--- src/rtl/core/sv39_page_table_walker_defines.svh ---
// Assertion macros used by the page table walker RTL.
`ifndef SV39_PAGE_TABLE_WALKER_DEFINES_SVH
`define SV39_PAGE_TABLE_WALKER_DEFINES_SVH

// Check a property on every rising clock edge outside of reset.
`define SV39PTW_ASSERT(lbl, prop, msg) \
  lbl: assert property (@(posedge clk_i) disable iff (!rst_ni) (prop)) else $error(msg);

// Check that a condition never holds outside of reset.
`define SV39PTW_ASSERT_NEVER(lbl, prop, msg) \
  `SV39PTW_ASSERT(lbl, !(prop), msg)

`endif

--- src/rtl/core/sv39ptw_pkg.sv ---
// Types, constants and codes of the Sv39 page table walker.
`timescale 1ns / 1ps

package sv39ptw_pkg;

  // Local table memory geometry
  localparam int MEM_PAGES      = 8;
  localparam int WORDS_PER_PAGE = 512;
  localparam int MEM_WORDS      = MEM_PAGES * WORDS_PER_PAGE;
  localparam int MEM_ADDR_W     = $clog2(MEM_WORDS);
  localparam int PAGE_W         = (MEM_PAGES > 1) ? $clog2(MEM_PAGES) : 1;

  // Field widths
  localparam int WORD_IDX_W = 12;
  localparam int PTE_W      = 64;
  localparam int VA_W       = 64;
  localparam int PA_W       = 56;
  localparam int PPN_W      = 44;
  localparam int VPN_W      = 9;
  localparam int OFFSET_W   = 12;
  localparam int VA_BITS    = 38;
  localparam int CFG_IDX_W  = 2;

  // Entry bit positions
  localparam int PTE_V       = 0;
  localparam int PTE_U       = 4;
  localparam int PTE_PPN_LSB = 10;

  // Walk levels
  localparam logic [1:0] LEVEL_TOP  = 2'd2;
  localparam logic [1:0] LEVEL_MID  = 2'd1;
  localparam logic [1:0] LEVEL_LEAF = 2'd0;

  typedef enum logic {
    OP_WRITE = 1'b0,
    OP_XLATE = 1'b1
  } op_e;

  typedef enum logic [2:0] {
    STAT_OK           = 3'd0,
    STAT_HIGH         = 3'd1,
    STAT_MISSING      = 3'd2,
    STAT_LEAF_INVALID = 3'd3,
    STAT_NOT_USER     = 3'd4,
    STAT_OUTSIDE      = 3'd5
  } status_e;

  typedef enum logic [CFG_IDX_W-1:0] {
    CFG_ROOT_PPN    = 2'd0,
    CFG_WINDOW_BASE = 2'd1
  } cfg_idx_e;

  // Input word
  typedef struct packed {
    op_e                   op;
    logic [WORD_IDX_W-1:0] word_index;
    logic [PTE_W-1:0]      word_data;
    logic [VA_W-1:0]       vaddr;
    logic                  require_user;
  } in_item_t;

  // Result word
  typedef struct packed {
    status_e         status;
    logic [PA_W-1:0] phys_addr;
  } out_item_t;

  // Table memory access from the walk controller
  typedef struct packed {
    logic                  we;
    logic                  re;
    logic [MEM_ADDR_W-1:0] addr;
    logic [PTE_W-1:0]      wdata;
  } mem_req_t;

endpackage

--- src/rtl/core/sv39ptw_walk.sv ---
// Walk controller: takes words, drives table memory reads and writes, forms results.
`timescale 1ns / 1ps
`include "sv39_page_table_walker_defines.svh"

module sv39ptw_walk
  import sv39ptw_pkg::*;
(
  input  logic             clk_i,
  input  logic             rst_ni,
  input  logic             start,
  output logic             busy,
  input  in_item_t         item_i,
  input  logic [PPN_W-1:0] root_ppn_i,
  input  logic [PPN_W-1:0] window_base_ppn_i,
  output mem_req_t         mem_req_o,
  input  logic [PTE_W-1:0] mem_rdata_i,
  output logic             valid_o,
  output out_item_t        res_o
);

  typedef enum logic [2:0] {
    S_IDLE  = 3'b001,
    S_ISSUE = 3'b010,
    S_WAIT  = 3'b100
  } walk_state_e;

  walk_state_e          state_q, state_d;
  logic [1:0]           level_q, level_d;
  logic [PPN_W-1:0]     ppn_q, ppn_d;
  logic [VA_BITS-1:0]   vaddr_q, vaddr_d;
  logic                 user_q, user_d;
  out_item_t            res_q, res_d;
  logic                 valid_q, valid_d;

  logic [PPN_W:0]       win_diff;
  logic                 in_window;
  logic [VPN_W-1:0]     vpn;
  logic                 word_in_range;

  // Offset of the current table page inside the local window
  assign win_diff  = {1'b0, ppn_q} - {1'b0, window_base_ppn_i};
  assign in_window = !win_diff[PPN_W] && (win_diff[PPN_W-1:0] < PPN_W'(MEM_PAGES));

  // Pick the index field of the current level
  always_comb begin
    case (level_q)
      LEVEL_TOP: vpn = {1'b0, vaddr_q[VA_BITS-1:OFFSET_W+2*VPN_W]};
      LEVEL_MID: vpn = vaddr_q[OFFSET_W+2*VPN_W-1:OFFSET_W+VPN_W];
      default:   vpn = vaddr_q[OFFSET_W+VPN_W-1:OFFSET_W];
    endcase
  end

  assign word_in_range = (32'(item_i.word_index) < MEM_WORDS);

  // Walk sequencer
  always_comb begin
    state_d         = state_q;
    level_d         = level_q;
    ppn_d           = ppn_q;
    vaddr_d         = vaddr_q;
    user_d          = user_q;
    res_d           = res_q;
    valid_d         = 1'b0;
    mem_req_o.we    = 1'b0;
    mem_req_o.re    = 1'b0;
    mem_req_o.addr  = MEM_ADDR_W'(item_i.word_index);
    mem_req_o.wdata = item_i.word_data;

    case (state_q)
      S_IDLE: begin
        if (start) begin
          vaddr_d = item_i.vaddr[VA_BITS-1:0];
          user_d  = item_i.require_user;
          level_d = LEVEL_TOP;
          ppn_d   = root_ppn_i;
          if (item_i.op == OP_WRITE) begin
            mem_req_o.we = word_in_range;
            valid_d      = 1'b1;
            res_d        = '{status: STAT_OK, phys_addr: '0};
          end else if (item_i.vaddr[VA_W-1:VA_BITS] != '0) begin
            valid_d = 1'b1;
            res_d   = '{status: STAT_HIGH, phys_addr: '0};
          end else begin
            state_d = S_ISSUE;
          end
        end
      end
      S_ISSUE: begin
        if (!in_window) begin
          valid_d = 1'b1;
          res_d   = '{status: STAT_OUTSIDE, phys_addr: '0};
          state_d = S_IDLE;
        end else begin
          mem_req_o.re   = 1'b1;
          mem_req_o.addr = MEM_ADDR_W'({win_diff[PAGE_W-1:0], vpn});
          state_d        = S_WAIT;
        end
      end
      S_WAIT: begin
        if (level_q != LEVEL_LEAF) begin
          if (!mem_rdata_i[PTE_V]) begin
            valid_d = 1'b1;
            res_d   = '{status: STAT_MISSING, phys_addr: '0};
            state_d = S_IDLE;
          end else begin
            ppn_d   = mem_rdata_i[PTE_PPN_LSB+PPN_W-1:PTE_PPN_LSB];
            level_d = level_q - 2'd1;
            state_d = S_ISSUE;
          end
        end else begin
          valid_d = 1'b1;
          state_d = S_IDLE;
          if (!mem_rdata_i[PTE_V]) begin
            res_d = '{status: STAT_LEAF_INVALID, phys_addr: '0};
          end else if (user_q && !mem_rdata_i[PTE_U]) begin
            res_d = '{status: STAT_NOT_USER, phys_addr: '0};
          end else begin
            res_d = '{status: STAT_OK,
                      phys_addr: {mem_rdata_i[PTE_PPN_LSB+PPN_W-1:PTE_PPN_LSB],
                                  vaddr_q[OFFSET_W-1:0]}};
          end
        end
      end
      default: begin
        state_d = S_IDLE;
      end
    endcase
  end

  // Control state
  always_ff @(posedge clk_i or negedge rst_ni) begin
    if (!rst_ni) begin
      state_q <= S_IDLE;
      valid_q <= 1'b0;
    end else begin
      state_q <= state_d;
      valid_q <= valid_d;
    end
  end

  // Walk context and result word
  always_ff @(posedge clk_i) begin
    level_q <= level_d;
    ppn_q   <= ppn_d;
    vaddr_q <= vaddr_d;
    user_q  <= user_d;
    res_q   <= res_d;
  end

  assign busy    = (state_q != S_IDLE);
  assign valid_o = valid_q;
  assign res_o   = res_q;

  `SV39PTW_ASSERT(a_wait_follows_read, (state_q == S_WAIT) |-> $past(mem_req_o.re), "entry check without a read")
  `SV39PTW_ASSERT(a_write_when_idle, mem_req_o.we |-> (state_q == S_IDLE), "table write during a walk")
  `SV39PTW_ASSERT_NEVER(a_read_write_clash, mem_req_o.we && mem_req_o.re, "read and write in one cycle")
  `SV39PTW_ASSERT(a_result_when_idle, valid_q |-> (state_q == S_IDLE), "result shown while walking")

endmodule

--- config.mk ---
export PLATFORM = sky130hd
export DESIGN_NAME = sv39ptw_walk
export DESIGN_NICKNAME = d
export VERILOG_FILES = /design/src/rtl/core/sv39ptw_pkg.sv /design/src/rtl/core/sv39ptw_walk.sv
export VERILOG_INCLUDE_DIRS = /design/src /design/src/rtl/core
export SDC_FILE = /design/constraint.sdc
export NUM_CORES = 1
export LEC_CHECK = 0
export BUFFER_PORTS_ARGS = -buffer_cell sky130_fd_sc_hd__buf_2
export CAP_MARGIN = 20
export CORE_AREA = 2 2 170 172
export CTS_CLUSTER_DIAMETER = 40
export DETAILED_ROUTE_END_ITERATION = 10
export DIE_AREA = 0 0 172 174
export PLACE_DENSITY = 0.7
export SLEW_MARGIN = 20
export SYNTH_ARGS = -nofsm -noshare
export SYNTH_HDL_FRONTEND = slang
export SYNTH_SLANG_ARGS = --single-unit
--- constraint.sdc ---
create_clock -name clk_i -period 22.7 [get_ports clk_i]
set_clock_uncertainty 0.2 [all_clocks]
set_input_delay 1.135 -clock clk_i [delete_from_list [all_inputs] [get_ports clk_i]]
set_output_delay 1.135 -clock clk_i [all_outputs]
set_load 0.01 [all_outputs]
==> metrics.yaml <==
layout:
  final_common_cell: "buf_2"
  multiInputGateArea_um2: 4780
  synthToLayoutAreaGrowth_pct: 19.0
  finalNetCount: 1642
  fillers: 2809
  drive_gt1_share_pct: 28.4
  final_cell_mix: "289 x buf_2, 203 x nand2_1, 144 x edfxtp_1"
  area.sequential_um2: 4430
clocking:
  clkLatencyLatePin_ns: 0.43
  cts_made_buffers: 17
  cts_tree: "done"
  cts_hold_buf: 0
  post-cts-setup-buffer-count: 0
  cts_max_path_buffers: 2
  clk_pin_slew_ns: 0.06
  clock_sinks: 148
  cts-root-buf: "clkbuf_16"
  h-tree-depth: 4
  cts-resized-gates: 0
global_route:
  track_usage_pct: 21.3
  grt_max_degree: 103
  gr-total-overflow: 0
  grt_pass1_vias: 8867
  grt_pass1_wl_um: 48500
  antenna_found_initial: 3
timing:
  setup_slack_ns: 15.82
  setup_tns_ns: 0
  setup_violations: 0
  tightest_slew_ns: 0.887
  finalCriticalPeriod_ns: 6.88
  slew_headroom_pct: 40.9
  max_freq_ghz: 0.145
  slew_viol_final: 0
  hold_viol_final: 0
  fin_crit_sh_pct: 30.3
  rsz0062_at_grt: "no"
power_and_ir_drop:
  powerDensity_nw_per_um2: 65.7
  leakagePower_nw: 5.40
  power_frac_seq_pct: 41.1
  combPwrFrac_pct: 22.7
  switching_share_pct: 30.3
  internal_power_w: 0.000550
  switching_power_w: 0.000239
  p_clk_share_pct: 36.2
  peakVddDrop_mv: 0.0659
placed_design:
  gp_congestion: 0.950
  io_buffers: 289
  hpwl_um: 25600
  dp_slack_ns: 15.90
yosys:
  synth_edf_count: 144
  synth_top_area_share_pct: 42.8
  yosysSeqAreaShare_pct: 43.8
  post_synth_inst_count: 1098
  syn-num-nets: 1443
  synth_cell_types: 84
  synthArstFlopShare_pct: 2.70
  synthFlopType: "edfxtp_1"
  netlist_area_um2: 10100
  yosysWarnings: 0
  synthTopCellsByArea: "edfxtp_1 43%, nand2_1 7.5%, ha_1 5.8%"
  ys_seq_elements: 148
  avgSynthCellArea_um2: 9.20
  synth_top_cell_by_area: "edfxtp_1"
drt:
  drc: 0
  wl_per_cell_um: 19.0
  via_count: 9223
  viasPerCell: 5.44
  wl_um: 32300
  ant_nets: 0
  drt_first_pass_iters: 5
  drt_iter0_markers: 730
critical_path:
  cp_common_cell: "buf_2"
  critical_path.startpoint_type: "input port"
  required_ns: 21.37
  cpPeakStageDelay_ns: 0.49
  path_delay_family: "simple AND/OR/NAND/NOR gates"
  crit_path_top_delay_cell: "nor4_1"
  crit_arrival_ns: 5.54
  path_class: "in2out"
  worstPathMaxFanout: 13
  cp_cell_sequence: "buf_2 -> ha_1 -> fa_1 -> nor2b_1 -> o31a_1 -> o21ai_1 -> a31oi_1 -> o211ai_1 -> nor4_1 -> nand4b_1 -> or4_4 -> nor4_4 -> buf_4 -> mux2_2 -> buf_2"
  end_kind: "output port"
  cp_num_buf_inv: 3
die:
  io_pins: 436
  fp.coreArea_um2: 28200
  rows: 62
  die_height_um: 174
  die_w_um: 172
  initial_utilization_pct: 35.8
  die_area_um2: 29900
min_path:
  hp-class: "in2async"
run:
  maxCapViolations: 0
status:
  status: "complete, no violations"
[stage by stage]
step                util [%]  hold slack (ns)  instances  total power [W]  instance area, um2
detailed placement      40.5            0.328       1662         0.000506               11400
global route            42.6            0.295       1695         0.000822               12000
floorplan                  -            0.320       1098         0.000453               10100
finish                  42.6            0.304       1695         0.000789               12000
global placement        40.5            0.324       1662         0.000504               11400
CTS                     42.6            0.292       1694         0.000792               12000
[layout make-up]
type	count	share of cell area, %
antenna	1	0.0208
clock buffer	17	3.54
clock inverter	15	1.41
inverter	63	1.97
multi-input combinational	771	39.8
sequential	148	36.8
tap	384	4.00
timing repair buffer	296	12.5
[cells in the mapped netlist (5+ instances only)]
cell      instances
nand2_1         203
edfxtp_1        144
a21oi_1          74
buf_4            64
inv_1            63
and3_1           62
nor2_1           56
o21ai_0          49
ha_1             47
clkbuf_1         37
nand4_1          25
nor3_1           25
nor4_1           16
o21a_1           16
nand3_1          15
a211oi_1         14
a22oi_1          11
buf_2            10
nand2b_1         10
o22ai_1           8
mux2_4            7
xor2_1            7
o211ai_1          6
xnor2_1           6
and2_1            5
mux2_2            5
mux2i_1           5
[final timing paths]
check	start	to	slack, ns	cells past startpoint
max in group asynchronous	rst_ni	state_q[0]	21.79	1
worst max-delay path	window_base_ppn_i[0]	mem_req_o[66]	15.82	15
worst min-delay path	rst_ni	state_q[1]	0.30	1
min in group clk_i	vaddr_q[4]	res_o[4]	0.34	1
worst max register to register	ppn_q[0]	res_o[28]	17.39	14
worst min register to register	vaddr_q[4]	res_o[4]	0.34	1
[worst register-to-register path, delay by kind of cell, from the launching register on]
| kind | cells | cell delay [ns] |
|---|---|---|
| simple gates | 5 | 2.15 |
| compound gates | 5 | 1.17 |
| fa+ha+maj | 2 | 0.63 |
| buf+inv | 2 | 0.43 |
| flops | 1 | 0.33 |
[registers in the layout, summed over array words and instances, names as in the netlist]
name / flops
user_q: 1
state_q: 3
res_o: 59
ppn_q: 44
vaddr_q: 38
valid_o: 1
level_q: 2
[cells by family after synthesis]
| kind of cell | Yosys count | synth area share, % |
|---|---|---|
| XOR/XNOR | 13 | 1.13 |
| adder cells (fa/ha/maj) | 48 | 6.02 |
| buffers and inverters | 179 | 9.25 |
| flip-flops | 148 | 43.8 |
| multiplexers | 17 | 2.09 |
| AO/OA/AOI/OAI | 238 | 15.6 |
| AND/OR/NAND/NOR | 455 | 22.1 |
[layer usage]
metal	vias up	routed length [um]	global-route usage, %
met3	62	2620	5.49
met2	458	16100	36.0
li1	4338	-	-
met1	4361	12700	26.0
met5	-	31	0
met4	4	872	7.67
[power by group through the flow]
stage	sequential [W]	combinational [W]	clock (W)
floorplan	0.000334	0.000119	0
global placement	0.000330	0.000175	0
detailed placement	0.000330	0.000176	0
CTS	0.000325	0.000177	0.000291
global route	0.000326	0.000195	0.000301
finish	0.000325	0.000179	0.000286
Note: power is estimated with default switching activity, not from simulation.
